**src/hdl/lclp_pkg.sv**
```systemverilog
// Shared constants, event codes, keyword tables and compare result type
// for the line command LED parser. No dependencies.
package lclp_pkg;

  localparam int LINE_CAPACITY = 64;
  localparam int STORE_DEPTH   = LINE_CAPACITY - 1;
  localparam int ADDR_W        = $clog2(STORE_DEPTH);
  localparam int LEN_W         = $clog2(LINE_CAPACITY);

  localparam logic [7:0] CH_CR  = 8'd13;
  localparam logic [7:0] CH_LF  = 8'd10;
  localparam logic [7:0] CH_NUL = 8'd0;

  localparam logic [LEN_W-1:0] ON_LEN  = LEN_W'(2);
  localparam logic [LEN_W-1:0] OFF_LEN = LEN_W'(3);
  localparam logic [LEN_W-1:0] TOG_LEN = LEN_W'(6);

  typedef enum logic [1:0] {
    EV_LED  = 2'd0,
    EV_TEXT = 2'd1,
    EV_LONG = 2'd2
  } event_kind_t;

  typedef struct packed {
    logic is_zero;
    logic eq_on;
    logic eq_off;
    logic eq_tog;
  } cmp_res_t;

  function automatic logic [7:0] kw_on(input logic [ADDR_W-1:0] idx);
    logic [7:0] ch;
    case (idx)
      ADDR_W'(0): ch = "O";
      ADDR_W'(1): ch = "N";
      default:    ch = CH_NUL;
    endcase
    return ch;
  endfunction

  function automatic logic [7:0] kw_off(input logic [ADDR_W-1:0] idx);
    logic [7:0] ch;
    case (idx)
      ADDR_W'(0): ch = "O";
      ADDR_W'(1): ch = "F";
      ADDR_W'(2): ch = "F";
      default:    ch = CH_NUL;
    endcase
    return ch;
  endfunction

  function automatic logic [7:0] kw_tog(input logic [ADDR_W-1:0] idx);
    logic [7:0] ch;
    case (idx)
      ADDR_W'(0): ch = "T";
      ADDR_W'(1): ch = "O";
      ADDR_W'(2): ch = "G";
      ADDR_W'(3): ch = "G";
      ADDR_W'(4): ch = "L";
      ADDR_W'(5): ch = "E";
      default:    ch = CH_NUL;
    endcase
    return ch;
  endfunction

endpackage

```
**src/hdl/line_command_led_parser.sv**
```systemverilog
// Top level of the line command LED parser: sequencer, line store and result register.
// Depends on lclp_pkg, lclp_ram and lclp_cmp.
//
//   channel | ports                                    | direction
//   in      | in_valid, in_stall, in_rx_byte           | byte items in
//   out     | out_valid, out_stall, out_event_kind,    | result items out
//           | out_led_level, out_text_byte,            |
//           | out_text_valid, out_last                 |
//
// A carriage return, a stored character or a discarded byte is handled while idle.
// A newline scans the line one stored character at a time through the one compare
// unit (read state, then check state), then passes the decision state; an echo reads
// each character and waits until it has left the result register before the next.
// Reset is synchronous and clears the sequencer, line length, discard flag and LED.
// The input is stalled while a line is processed and while a result waits.
module line_command_led_parser (
  input  logic       clk,
  input  logic       rst_n,
  input  logic       in_valid,
  output logic       in_stall,
  input  logic [7:0] in_rx_byte,
  output logic       out_valid,
  input  logic       out_stall,
  output logic [1:0] out_event_kind,
  output logic       out_led_level,
  output logic [7:0] out_text_byte,
  output logic       out_text_valid,
  output logic       out_last
);

  typedef enum logic [2:0] {
    ST_IDLE,
    ST_SCAN_RD,
    ST_SCAN_CHK,
    ST_DECIDE,
    ST_ECHO_RD,
    ST_ECHO_OUT,
    ST_ECHO_WAIT
  } state_t;

  state_t                      state_r, state_nxt;
  logic [lclp_pkg::LEN_W-1:0]  line_len_r, line_len_nxt;
  logic [lclp_pkg::LEN_W-1:0]  tlen_r, tlen_nxt;
  logic [lclp_pkg::ADDR_W-1:0] idx_r, idx_nxt;
  logic                        discard_r, discard_nxt;
  logic                        led_r, led_nxt;
  logic                        on_ok_r, on_ok_nxt;
  logic                        off_ok_r, off_ok_nxt;
  logic                        tog_ok_r, tog_ok_nxt;
  logic                        out_valid_r, out_valid_nxt;
  logic [1:0]                  kind_r, kind_nxt;
  logic                        lvl_r, lvl_nxt;
  logic [7:0]                  tbyte_r, tbyte_nxt;
  logic                        tvalid_r, tvalid_nxt;
  logic                        last_r, last_nxt;

  logic                        accept;
  logic                        ram_we;
  logic [lclp_pkg::ADDR_W-1:0] ram_addr;
  logic [7:0]                  ram_rdata;
  logic [lclp_pkg::LEN_W-1:0]  idx_inc;
  lclp_pkg::cmp_res_t          cmp;

  assign in_stall = (state_r != ST_IDLE) || out_valid_r;
  assign accept   = in_valid && !in_stall;
  assign idx_inc  = lclp_pkg::LEN_W'(idx_r) + lclp_pkg::LEN_W'(1);

  assign ram_we = accept && !discard_r && (in_rx_byte != lclp_pkg::CH_CR) &&
                  (in_rx_byte != lclp_pkg::CH_LF) &&
                  (line_len_r != lclp_pkg::LEN_W'(lclp_pkg::STORE_DEPTH));
  assign ram_addr = ram_we ? line_len_r[lclp_pkg::ADDR_W-1:0] : idx_r;

  lclp_ram #(
    .WIDTH (8),
    .DEPTH (lclp_pkg::STORE_DEPTH)
  ) u_ram (
    .clk   (clk),
    .we    (ram_we),
    .addr  (ram_addr),
    .wdata (in_rx_byte),
    .rdata (ram_rdata)
  );

  lclp_cmp u_cmp (
    .ch  (ram_rdata),
    .idx (idx_r),
    .res (cmp)
  );

  always_comb begin
    state_nxt     = state_r;
    line_len_nxt  = line_len_r;
    tlen_nxt      = tlen_r;
    idx_nxt       = idx_r;
    discard_nxt   = discard_r;
    led_nxt       = led_r;
    on_ok_nxt     = on_ok_r;
    off_ok_nxt    = off_ok_r;
    tog_ok_nxt    = tog_ok_r;
    out_valid_nxt = out_valid_r && out_stall;
    kind_nxt      = kind_r;
    lvl_nxt       = lvl_r;
    tbyte_nxt     = tbyte_r;
    tvalid_nxt    = tvalid_r;
    last_nxt      = last_r;

    unique case (state_r)
      ST_IDLE: begin
        if (accept && in_rx_byte != lclp_pkg::CH_CR) begin
          if (discard_r) begin
            if (in_rx_byte == lclp_pkg::CH_LF) begin
              discard_nxt = 1'b0;
            end
          end else if (in_rx_byte != lclp_pkg::CH_LF) begin
            if (line_len_r == lclp_pkg::LEN_W'(lclp_pkg::STORE_DEPTH)) begin
              line_len_nxt  = '0;
              discard_nxt   = 1'b1;
              out_valid_nxt = 1'b1;
              kind_nxt      = lclp_pkg::EV_LONG;
              lvl_nxt       = led_r;
              tbyte_nxt     = lclp_pkg::CH_NUL;
              tvalid_nxt    = 1'b0;
              last_nxt      = 1'b1;
            end else begin
              line_len_nxt = line_len_r + lclp_pkg::LEN_W'(1);
            end
          end else begin
            idx_nxt    = '0;
            tlen_nxt   = '0;
            on_ok_nxt  = 1'b1;
            off_ok_nxt = 1'b1;
            tog_ok_nxt = 1'b1;
            state_nxt  = (line_len_r == '0) ? ST_DECIDE : ST_SCAN_RD;
          end
        end
      end
      ST_SCAN_RD: begin
        state_nxt = ST_SCAN_CHK;
      end
      ST_SCAN_CHK: begin
        if (cmp.is_zero) begin
          tlen_nxt  = lclp_pkg::LEN_W'(idx_r);
          state_nxt = ST_DECIDE;
        end else begin
          on_ok_nxt  = on_ok_r && (cmp.eq_on || lclp_pkg::LEN_W'(idx_r) >= lclp_pkg::ON_LEN);
          off_ok_nxt = off_ok_r &&
                       (cmp.eq_off || lclp_pkg::LEN_W'(idx_r) >= lclp_pkg::OFF_LEN);
          tog_ok_nxt = tog_ok_r &&
                       (cmp.eq_tog || lclp_pkg::LEN_W'(idx_r) >= lclp_pkg::TOG_LEN);
          if (idx_inc == line_len_r) begin
            tlen_nxt  = idx_inc;
            state_nxt = ST_DECIDE;
          end else begin
            idx_nxt   = idx_inc[lclp_pkg::ADDR_W-1:0];
            state_nxt = ST_SCAN_RD;
          end
        end
      end
      ST_DECIDE: begin
        line_len_nxt = '0;
        idx_nxt      = '0;
        tbyte_nxt    = lclp_pkg::CH_NUL;
        tvalid_nxt   = 1'b0;
        last_nxt     = 1'b1;
        state_nxt    = ST_IDLE;
        if (tlen_r == lclp_pkg::ON_LEN && on_ok_r) begin
          led_nxt       = 1'b1;
          out_valid_nxt = 1'b1;
          kind_nxt      = lclp_pkg::EV_LED;
          lvl_nxt       = 1'b1;
        end else if (tlen_r == lclp_pkg::OFF_LEN && off_ok_r) begin
          led_nxt       = 1'b0;
          out_valid_nxt = 1'b1;
          kind_nxt      = lclp_pkg::EV_LED;
          lvl_nxt       = 1'b0;
        end else if (tlen_r == lclp_pkg::TOG_LEN && tog_ok_r) begin
          led_nxt       = !led_r;
          out_valid_nxt = 1'b1;
          kind_nxt      = lclp_pkg::EV_LED;
          lvl_nxt       = !led_r;
        end else if (tlen_r == '0) begin
          out_valid_nxt = 1'b1;
          kind_nxt      = lclp_pkg::EV_TEXT;
          lvl_nxt       = led_r;
        end else begin
          state_nxt = ST_ECHO_RD;
        end
      end
      ST_ECHO_RD: begin
        state_nxt = ST_ECHO_OUT;
      end
      ST_ECHO_OUT: begin
        out_valid_nxt = 1'b1;
        kind_nxt      = lclp_pkg::EV_TEXT;
        lvl_nxt       = led_r;
        tbyte_nxt     = ram_rdata;
        tvalid_nxt    = 1'b1;
        last_nxt      = (idx_inc == tlen_r);
        state_nxt     = ST_ECHO_WAIT;
      end
      ST_ECHO_WAIT: begin
        if (!out_valid_r) begin
          if (last_r) begin
            state_nxt = ST_IDLE;
          end else begin
            idx_nxt   = idx_inc[lclp_pkg::ADDR_W-1:0];
            state_nxt = ST_ECHO_RD;
          end
        end
      end
      default: begin
        state_nxt = ST_IDLE;
      end
    endcase
  end

  always_ff @(posedge clk) begin
    if (!rst_n) begin
      state_r     <= ST_IDLE;
      line_len_r  <= '0;
      discard_r   <= 1'b0;
      led_r       <= 1'b0;
      out_valid_r <= 1'b0;
    end else begin
      state_r     <= state_nxt;
      line_len_r  <= line_len_nxt;
      discard_r   <= discard_nxt;
      led_r       <= led_nxt;
      out_valid_r <= out_valid_nxt;
    end
    tlen_r   <= tlen_nxt;
    idx_r    <= idx_nxt;
    on_ok_r  <= on_ok_nxt;
    off_ok_r <= off_ok_nxt;
    tog_ok_r <= tog_ok_nxt;
    kind_r   <= kind_nxt;
    lvl_r    <= lvl_nxt;
    tbyte_r  <= tbyte_nxt;
    tvalid_r <= tvalid_nxt;
    last_r   <= last_nxt;
  end

  assign out_valid      = out_valid_r;
  assign out_event_kind = kind_r;
  assign out_led_level  = lvl_r;
  assign out_text_byte  = tbyte_r;
  assign out_text_valid = tvalid_r;
  assign out_last       = last_r;

  a_accept_idle: assert property (@(posedge clk) disable iff (!rst_n)
    accept |-> (state_r == ST_IDLE && !out_valid_r))
    else $error("item accepted while the sequencer is busy");

  a_len_bound: assert property (@(posedge clk) disable iff (!rst_n)
    line_len_r <= lclp_pkg::LEN_W'(lclp_pkg::STORE_DEPTH))
    else $error("line length beyond store depth");

  a_discard_empty: assert property (@(posedge clk) disable iff (!rst_n)
    discard_r |-> (line_len_r == '0))
    else $error("characters stored while discarding");

  a_text_kind: assert property (@(posedge clk) disable iff (!rst_n)
    (out_valid_r && out_text_valid) |-> (out_event_kind == lclp_pkg::EV_TEXT))
    else $error("text character on a non-text result");

  a_single_last: assert property (@(posedge clk) disable iff (!rst_n)
    (out_valid_r && out_event_kind != lclp_pkg::EV_TEXT) |-> out_last)
    else $error("status result without last mark");

endmodule

```
**src/hdl/lclp_ram.sv**
```systemverilog
// Generic single-port RAM with a registered read port.
// No dependencies.
module lclp_ram #(
  parameter int WIDTH = 8,
  parameter int DEPTH = 63
) (
  input  logic                     clk,
  input  logic                     we,
  input  logic [$clog2(DEPTH)-1:0] addr,
  input  logic [WIDTH-1:0]         wdata,
  output logic [WIDTH-1:0]         rdata
);

  logic [WIDTH-1:0] mem [DEPTH];

  always_ff @(posedge clk) begin
    if (we) begin
      mem[addr] <= wdata;
    end
    rdata <= mem[addr];
  end

endmodule

```
**src/hdl/lclp_cmp.sv**
```systemverilog
// Shared byte compare unit: checks one stored character against the
// keyword tables and against zero. Depends on lclp_pkg.
module lclp_cmp (
  input  logic [7:0]                 ch,
  input  logic [lclp_pkg::ADDR_W-1:0] idx,
  output lclp_pkg::cmp_res_t         res
);

  always_comb begin
    res.is_zero = (ch == lclp_pkg::CH_NUL);
    res.eq_on   = (ch == lclp_pkg::kw_on(idx));
    res.eq_off  = (ch == lclp_pkg::kw_off(idx));
    res.eq_tog  = (ch == lclp_pkg::kw_tog(idx));
  end

endmodule

```
**config.mk**
```make
export PLATFORM = sky130hd
export DESIGN_NAME = line_command_led_parser
export DESIGN_NICKNAME = d
export VERILOG_FILES = /design/src/hdl/lclp_pkg.sv /design/src/hdl/line_command_led_parser.sv /design/src/hdl/lclp_ram.sv /design/src/hdl/lclp_cmp.sv
export SDC_FILE = /design/constraint.sdc
export NUM_CORES = 1
export LEC_CHECK = 0
export BUFFER_PORTS_ARGS = -buffer_cell sky130_fd_sc_hd__buf_2
export CORE_UTILIZATION = 40
export CTS_CLUSTER_SIZE = 14
export DETAILED_ROUTE_END_ITERATION = 8
export GPL_TIMING_DRIVEN = 0
export PLACE_DENSITY = 0.53
export SYNTH_ARGS = -nofsm -noshare
export SYNTH_HDL_FRONTEND = slang
export SYNTH_SLANG_ARGS = --single-unit
```
**constraint.sdc**
```tcl
create_clock -name clk -period 3.7 [get_ports clk]
set_clock_uncertainty 0.1 [all_clocks]
set_input_delay 0.74 -clock clk [delete_from_list [all_inputs] [get_ports clk]]
set_output_delay 0.74 -clock clk [all_outputs]
set_load 0.01 [all_outputs]
```
## Word-level counts from Yosys, hierarchy flattened

Memories as Yosys holds them, arrays and structs flattened. A register that Yosys moved wholly into a read port is not among the register bits.
Index checks and enable logic that the tools add are counted.

| cells by class | value |
|---|---|
| add/subtract/negate cells | 2 |
| $lt $le $gt $ge | 3 |
| eq/ne operators | 35 |
| mux-type cells | 93 |
| reduce and logical (&&, ||, !) cells | 42 |

Operators by type and width:

| kind | number |
|---|---|
| two-way mux 6 bit | 14 |
| two-way mux 1 bit | 39 |
| case mux 7 bit (5 select lines) | 1 |
| two-way mux 8 bit | 4 |
| case mux 7 bit (2 select lines) | 2 |
| two-way mux 3 bit | 9 |
| equality test 6 x 2 -> 1 bit (second input constant) | 4 |
| equality test 8 x 7 -> 1 bit | 3 |
| case mux 6 bit (2 select lines) | 2 |
| case mux 6 bit (4 select lines) | 1 |
| case mux 8 bit (3 select lines) | 1 |
| two-way mux 2 bit | 11 |
| case mux 3 bit (7 select lines) | 1 |
| equality test 6 x 3 -> 1 bit (second input constant) | 3 |
| zero test 6 bit | 3 |
| inequality test 2 bit (second input constant) | 9 |
| inequality test 8 x 4 -> 1 bit (second input constant) | 2 |
| AND reduction 5 bit | 3 |
| logical AND 1 bit | 13 |
| adder 6 x 1 -> 6 bit (second input constant) | 2 |
| equality test 6 bit | 2 |
| >= comparator 6 x 2 -> 1 bit (second input constant) | 2 |
| case mux 1 bit (3 select lines) | 4 |
| equality test 3 bit (second input constant) | 3 |
| 23 further kinds | 37 |

| storage, ports and cells | value |
|---|---|
| register bits | 40 |
| RAM bits | 504 |
| input port bits | 12 |
| word-level logic and storage cells | 191 |
| memories kept | 1 |

Memories:

| name | words | width | read ports | clocked after memory_dff | wr ports | line | RTL |
|---|---|---|---|---|---|---|---|
| u_ram.mem | 63 | 8 | 1 | 1 | 1 | lclp_ram.sv:14 | `logic [WIDTH-1:0] mem [DEPTH];` |

## Logic depth before layout (Yosys ltp)

Gate-level depths: netlist of run 1.

| depth | value |
|---|---|
| word-level depth | 10 |
| mapped depth | 13 |
| gate-level depth less buffers | 9 |

## Modules after synthesis

Synthesis of run 1 repeated with hierarchy kept, for this count alone.

| second synthesis, totals | value |
|---|---|
| cells, all modules | 1421 |
| area, all modules | 22457.8 um^2 |

Modules (own cells, without submodules):

| module | times used | cells each | area an instance (um^2) |
|---|---|---|---|
| lclp_ram | 1 | 1130 | 19817.8 |
| line_command_led_parser | 1 | 254 | 2408.6 |
| lclp_cmp | 1 | 37 | 231.5 |

## Least setup slack after synthesis of run 1

OpenSTA, ideal clock, no wires.

| path | value |
|---|---|
| kind | input-to-reg |
| start point | in in_rx_byte[0] |
| end point | mem u_ram.mem[24][0], enable pin |
| library setup time | 0.373 ns |
| arrival time | 3.032 ns |
| setup slack | 0.195 ns |
| stages on the path | 9 |
| cells stage by stage | nor3b_1 o211ai_1 buf_4 a2111oi_2 or2_1 buf_2 buf_4 buf_2 nor2b_1 |

| between the ends | value |
|---|---|
| word-level cells in the longest chain between the ends | 6 |

Ends and longest elaborated chain:

| item | line | RTL |
|---|---|---|
| from (decl) | line_command_led_parser.sv:21 | `input logic [7:0] in_rx_byte,` |
| inequality test 8 x 4 -> 1 bit | line_command_led_parser.sv:68 | `assign ram_we = accept && !discard_r && (in_rx_byte != lclp_pkg::CH_CR) &&` |
| logical AND 1 bit | line_command_led_parser.sv:68 |  |
| logical AND 1 bit * | line_command_led_parser.sv:68 |  |
| logical AND 1 bit * | line_command_led_parser.sv:69 | `(in_rx_byte != lclp_pkg::CH_LF) &&` |
| two-way mux 1 bit | lclp_ram.sv:17 | `if (we) begin` |
| two-way mux 1 bit (not written as such) | lclp_ram.sv:18 | `mem[addr] <= wdata;` |
| to (decl) | lclp_ram.sv:14 |  |

Mark *: on every way between the ends. The rest lies on a longest branch, timed or not.

## Worst setup path after layout of run 1

| path | value |
|---|---|
| start point | in in_rx_byte[6] |
| end point | reg u_ram.rdata[0] (read register of u_ram.mem) |

| between the ends | value |
|---|---|
| word-level cells in the longest chain between the ends | 5 |

Ends and longest elaborated chain:

| item | line | RTL |
|---|---|---|
| inequality test 8 x 4 -> 1 bit | line_command_led_parser.sv:68 |  |
| logical AND 1 bit | line_command_led_parser.sv:68 |  |
| logical AND 1 bit * | line_command_led_parser.sv:68 |  |
| logical AND 1 bit * | line_command_led_parser.sv:69 |  |
| two-way mux 6 bit * | line_command_led_parser.sv:71 | `assign ram_addr = ram_we ? line_len_r[lclp_pkg::ADDR_W-1:0] : idx_r;` |
| to (decl) | lclp_ram.sv:11 | `output logic [WIDTH-1:0] rdata` |

Marked as above.
A chain may end at the register's enable or synchronous reset.

==> flow_metrics.py, run 1 <==
metrics = {
    "clock_network": {
        "cts_buffers": 57,
        "clk_latency_ns": 0.64,
        "cts_tree": "done",
        "clkSlewWorstSetupHoldPaths_ns": 0.06,
        "clock-sinks": 552,
        "htree_levels": 2,
        "root_buffer": "clkbuf_16",
        "clock_path_buffers": 3,
    },
    "drt": {
        "dr.pass1.iters": 8,
        "detail_route.wl_per_cell_um": 33.73,
        "ant_nets": 0,
        "drc": 0,
        "vias": 15040,
        "drt-total-wl_mm": 81.23,
        "vias_per_cell": 6.245,
        "drtIter0Drc": 2144,
    },
    "placed_design": {
        "place_congestion": 0.9554,
        "pre_cts_ws_ns": -3.041,
        "numPortBuffers": 26,
        "hpwlAfterDp_mm": 50.42,
    },
    "logic_synthesis": {
        "syn-instance-count": 1475,
        "synthesis.nets": 1493,
        "synth_most_common_cell": "edfxtp_1",
        "ys_seq_area_share_pct": 73.24,
        "syn_area_per_cell_sq_um": 15.16,
        "synth_top_area_cell": "edfxtp_1",
        "ys_types": 82,
        "syn-cell-area_sq_um": 22360,
        "synth.area.top_cells": "edfxtp_1 71%, a22oi_1 3.7%, dfxtp_1 1.8%",
        "ys_ff_latch": 552,
        "synthTopCellsByCount": "532 x edfxtp_1, 109 x a22oi_1, 96 x nor2_1",
        "yosysWarnings": 0,
        "synth_edf_count": 532,
        "yosys.area.top_type_share_pct": 71.45,
        "ys_dominant_reg_cell": "edfxtp_1",
        "async_flop_share_pct": 0,
    },
    "sta": {
        "rsz0062_at_grt": "true",
        "max-slew-margin-rel_pct": 5.344,
        "finalCriticalPeriod_ns": 3.927,
        "hold_viol": 0,
        "setup_viol": 46,
        "period_share_pct": 106.1,
        "setup_ws_ns": -0.2265,
        "worstMarginPinSlew_ns": 1.380,
        "fin_worst_hold_slack_ns": 0.2904,
        "slew_viol_final": 0,
        "fmax_mhz": 254.7,
    },
    "pwr": {
        "p_int_mw": 10.32,
        "power_density_nw_per_um2": 499.1,
        "ir_worst_vdd_mv": 0.3712,
        "p_leak_nw": 8.659,
        "p_clk_share_pct": 40.8,
        "sw_frac_of_total_pct": 24.03,
        "total_power_mw": 13.58,
        "p_switching_mw": 3.264,
        "pwr-share-comb_pct": 8.4,
        "seqPwrFrac_pct": 50.8,
    },
    "setup_path": {
        "cp.arrival_ns": 4.39,
        "r2r-start": "line_len_r[1]",
        "worstSetupStartpointType": "input port",
        "crit_start": "in_rx_byte[6]",
        "critPathCaptureType": "register",
        "cp_max_fo": 64,
        "crit_required_ns": 4.17,
        "critical_path_class": "in2reg",
    },
    "global_route": {
        "grt_pass1_vias": 14120,
        "grt_pass1_wl_mm": 110.9,
        "antenna_found_initial": 1,
        "grt-ovfl-total": 0,
        "track_usage_pct": 28.36,
        "grt_max_degree": 69,
    },
    "final_layout": {
        "final_nets": 1633,
        "drive_gt1_share_pct": 24.89,
        "area.growth.synth_to_final_pct": 21.73,
    },
    "status": {
        "violations": "setup timing",
        "outcome": "finished, violations left",
    },
    "die": {
        "initial_core_util_pct": 40.51,
        "dieHeight_um": 238.4,
        "dieArea_sq_um": 56850,
        "io-pin-count": 27,
        "die_w_um": 238.4,
        "coreArea_sq_um": 55200,
        "rows": 86,
    },
    "run": {
        "maxCapViolCount": 0,
    },
    "worst_hold_path": {
        "min_from": "rst_n",
        "hold_class": "in2reg",
    },
}
repair_timing:
action                     CTS  global route
hold buffers                 0             0
setup endpoints to repair  504           305
cloned                       1             2
buffers inserted            25            28
pin swaps                   21            34
gates resized for setup    304           113
hold endpoints to repair     0             0
state kept, by name, summed over array words and instances, names as in the netlist, 2 cells and up:
name,count
idx_r,6
state_r,3
out_text_byte,8
u_ram.rdata,8
u_ram.mem,504
out_event_kind,2
line_len_r,6
tlen_r,6
cell type report:
type / instances / area [sq um]
Clock buffer: 70 / 1496
Timing Repair Buffer: 84 / 795.8
Sequential cell: 552 / 16390
Clock inverter: 33 / 256.5
Multi-Input combinational cell: 812 / 6389
Tap cell: 748 / 935.9
Fill cell: 4681 / 27980
Antenna cell: 1 / 2.502
Inverter: 14 / 60.06
Buffer: 94 / 897.1
path summary, 6_finish.rpt:
| kind | endpoint | slack, ns | cells past startpoint |
|---|---|---|---|
| max | u_ram.rdata[0] | -0.23 | 11 |
| min | state_r[0] | 0.29 | 2 |
| max reg2reg | u_ram.rdata[0] | -0.16 | 12 |
| min reg2reg | out_text_byte[7] | 0.47 | 1 |
routing by layer:
layer / wire (um) / share of wire [%] / global-route usage, % / up-vias
met4: 3201 / 3.9 / 11.60 / 2
met3: 8584 / 11 / 6.907 / 167
met1: 31860 / 39 / 37.97 / 7711
met5: 13 / 0.016 / 0 / -
li1: - / - / - / 6254
met2: 37570 / 46 / 44.29 / 903
power groups by stage:
stage	clock network, mW	registers [mW]	logic, mW
after detailed placement	0	7.04	0.895
after global placement	0	7.04	0.889
after floorplan	0	7.03	0.422
after global routing	5.78	6.91	1.16
after CTS	5.56	6.91	1.03
final	5.54	6.91	1.13
layout by cell type, fill, tap and decap left out, types with 9 or more instances in the layout:
master     count
edfxtp_1     532
a22oi_1       99
o21ai_0       73
clkbuf_16     60
nand3_1       55
buf_4         52
nand2_1       45
nor2_1        39
nor2_4        36
a22o_1        36
a21oi_1       33
clkbuf_1      31
mux2i_1       27
buf_2         26
buf_12        23
nor2_2        23
a21o_1        21
buf_6         20
dfxtp_1       16
nor3_1        15
clkbuf_2      13
xnor2_1       13
xor2_1        13
clkinv_1      13
clkinv_2      13
inv_1         12
a222oi_1      12
mux2_2        11
a22oi_2       11
and2_1        11
nor2b_1        9
buf_8          9
a41oi_1        9
a211oi_1       9
o2111ai_1      9
per-stage QoR:
| step | cell area, sq um | cells | utilization (%) | setup TNS, ns |
|---|---|---|---|---|
| global placement | 23430 | 2249 | 42.44 | -1039.03 |
| global route | 27220 | 2407 | 49.30 | -3.474 |
| floorplan | 22360 | 1475 | - | 0 |
| detailed placement | 23470 | 2251 | 42.52 | -1056.57 |
| finish | 27220 | 2408 | 49.31 | -3.032 |
| CTS | 26560 | 2379 | 48.11 | -0.03209 |
kinds of logic after synthesis:
group | count (synthesis) | synth area share, %
mux | 38 | 1.763
simple gates | 320 | 7.286
xor+xnor | 26 | 1.018
compound gates | 422 | 13.98
fa+ha+maj | 6 | 0.3357
flops | 552 | 73.24
buf+inv | 111 | 2.378
critical path, cell delays in order:
cell       delay, ns
buf_12          0.16
nor4_4          0.44
o211ai_1        0.14
buf_4           0.19
buf_8           0.16
nand2_4         0.16
buf_2           0.31
mux2i_1         1.14
o41ai_4         0.35
o2111ai_2       0.24
or4_4           0.25
Power figures use the tool's default switching activity.
==> inputs of run 2 (changes only) <==
--- a/config.mk
+++ b/config.mk
@@ -6,6 +6,7 @@
 export NUM_CORES = 1
 export LEC_CHECK = 0
 export BUFFER_PORTS_ARGS = -buffer_cell sky130_fd_sc_hd__buf_2
+export CORE_ASPECT_RATIO = 1.75
 export CORE_UTILIZATION = 40
 export CTS_CLUSTER_SIZE = 14
 export DETAILED_ROUTE_END_ITERATION = 8
==> run 2 against run 1 <==
Net effect: the run still ends with setup timing left; combinational power fell by 4%; wire length up 4.1%; first-iteration DRC count down 30%; global-route usage is 1.5 points higher; largest power group unchanged.
==> flow_metrics.py, run 2 (same netlist as run 1, synthesis figures left out) <==
metrics = {
    "status": {
        "outcome": "finished, violations left",
        "violations": "setup timing",
    },
    "clock_network": {
        "root_buffer": "clkbuf_16",
        "clock-sinks": 552,
        "cts_tree": "done",
        "clk_latency_ns": 0.61,
        "clock_path_buffers": 3,
        "cts_buffers": 49,
        "htree_levels": 2,
        "clkSlewWorstSetupHoldPaths_ns": 0.07,
    },
    "placed_design": {
        "place_congestion": 0.9537,
        "placed_area_sq_um": 23400,
        "hpwlAfterDp_mm": 56.80,
        "pre_cts_ws_ns": -3.032,
        "numPortBuffers": 26,
    },
    "global_route": {
        "antenna_found_initial": 1,
        "grt_max_degree": 69,
        "grt_pass1_vias": 14590,
        "grt_pass1_wl_mm": 115.1,
        "track_usage_pct": 29.85,
        "grt-ovfl-total": 0,
    },
    "sta": {
        "worstMarginPinSlew_ns": 1.092,
        "rsz0062_at_grt": "true",
        "setup_tns_ns": -5.587,
        "fmax_mhz": 262.1,
        "period_share_pct": 103.1,
        "hold_viol": 0,
        "setup_viol": 106,
        "finalCriticalPeriod_ns": 3.815,
        "setup_ws_ns": -0.1154,
        "max-slew-margin-rel_pct": 25.10,
        "slew_viol_final": 0,
    },
    "setup_path": {
        "cp_cell_sequence": "buf_12, and3b_1, o211ai_1, buf_4, buf_8, nand2_4, clkbuf_4, nor2_1, nand2_1, nor2_2",
        "max_stage_delay_ns": 0.69,
        "r2r-start": "out_valid",
        "reg2reg_to": "u_ram.mem[40][5]",
        "worstSetupStartpointType": "input port",
        "slowest_stage": "nor2_2",
        "cp.arrival_ns": 3.94,
        "rrSetupSlack_ns": -0.05,
        "critical_path_class": "in2reg",
        "cp_max_fo": 65,
        "critPathCaptureType": "register",
        "rr_worst_depth": 9,
        "crit_required_ns": 3.83,
    },
    "pwr": {
        "ir_worst_vdd_mv": 0.3524,
        "p_leak_nw": 8.360,
        "p_clk_share_pct": 37.8,
        "p_int_mw": 9.787,
        "power_density_nw_per_um2": 482.5,
        "sw_frac_of_total_pct": 23.86,
        "p_switching_mw": 3.066,
        "seqPwrFrac_pct": 53.7,
        "pwr-share-comb_pct": 8.4,
    },
    "drt": {
        "drc": 0,
        "detail_route.wl_per_cell_um": 36.34,
        "dr.pass1.iters": 7,
        "vias_per_cell": 6.369,
        "ant_nets": 0,
        "vias": 14830,
        "drtIter0Drc": 1495,
        "drt-total-wl_mm": 84.60,
    },
    "die": {
        "io-pin-count": 27,
        "rows": 114,
        "coreArea_sq_um": 55200,
        "dieHeight_um": 314.8,
        "die_w_um": 180.7,
        "dieArea_sq_um": 56890,
        "initial_core_util_pct": 40.51,
    },
    "final_layout": {
        "drive_gt1_share_pct": 23.01,
        "final_nets": 1615,
        "final_area_sq_um": 26640,
        "area.growth.synth_to_final_pct": 19.13,
        "final_cell_mix": "532 x edfxtp_1, 102 x a22oi_1, 73 x o21ai_0",
        "final_common_cell": "edfxtp_1",
        "largest_reg_flops": 504,
        "regMostFlops": "u_ram.mem",
        "utilization_pct": 48.25,
    },
    "run": {
        "maxCapViolCount": 0,
    },
    "worst_hold_path": {
        "holdPathStages": 2,
        "hold_class": "in2reg",
        "min_to": "state_r[0]",
        "min_from": "rst_n",
    },
}
[run 2: worst max-delay path by stage]
stage / slack [ns] / depth (start not counted) / endpoint / from
2_1_floorplan: 0.19 / 9 / u_ram.mem[24][0] / in_rx_byte[0]
3_3_place_gp: -3.34 / 9 / u_ram.mem[29][3] / in_rx_byte[0]
3_5_place_dp: -3.03 / 10 / u_ram.mem[7][5] / in_rx_byte[1]
4_1_cts: -0.06 / 10 / u_ram.mem[52][7] / in_rx_byte[1]
5_1_grt: -0.17 / 13 / u_ram.rdata[7] / out_valid
6_report: -0.12 / 10 / u_ram.mem[40][5] / in_rx_byte[0]
[run 2: timing repair]
item | in CTS | in global routing
resized for setup | 317 | 57
cloned | 1 | 0
hold buffers | 0 | 0
setup buffers | 31 | 13
pin swaps | 22 | 17
setup endpoints to repair | 509 | 382
[run 2: power by group through the flow]
stage | Combinational (mW) | Sequential [mW] | Clock, mW
finish | 1.09 | 6.91 | 4.86
global route | 1.10 | 6.91 | 5.05
CTS | 1.04 | 6.91 | 4.88
detailed placement | 0.906 | 7.05 | 0
global placement | 0.896 | 7.05 | 0
floorplan | 0.422 | 7.03 | 0
[run 2: layer usage]
layer	vias up	global-route usage [%]	share of wire [%]
li1	6176	-	-
met1	7485	31.39	33
met2	858	52.04	50
met3	309	4.909	7.2
met4	0	25.62	10
met5	-	0	0
[run 2: final cells by class]
cell class,count,area [sq um]
Antenna cell,2,5.005
Buffer,95,794.5
Clock buffer,65,1329
Clock inverter,19,116.4
Fill cell,4681,28560
Inverter,14,56.30
Multi-Input combinational cell,812,6367
Sequential cell,552,16380
Tap cell,696,870.8
Timing Repair Buffer,73,721.9
[run 2: metrics by stage]
step,instances,hold slack (ns),power [mW]
3_5_place_dp,2199,0.4462,7.954
6_report,2328,0.3187,12.85
2_1_floorplan,1475,0.4177,7.454
3_3_place_gp,2197,0.4475,7.943
5_1_grt,2326,0.3471,13.06
4_1_cts,2313,0.3058,12.82
[run 2: worst max-delay path: cells and delay by family]
family / cells / cell delay [ns]
simple gates: 5 / 2.12
buf+inv: 4 / 0.77
compound gates: 1 / 0.17
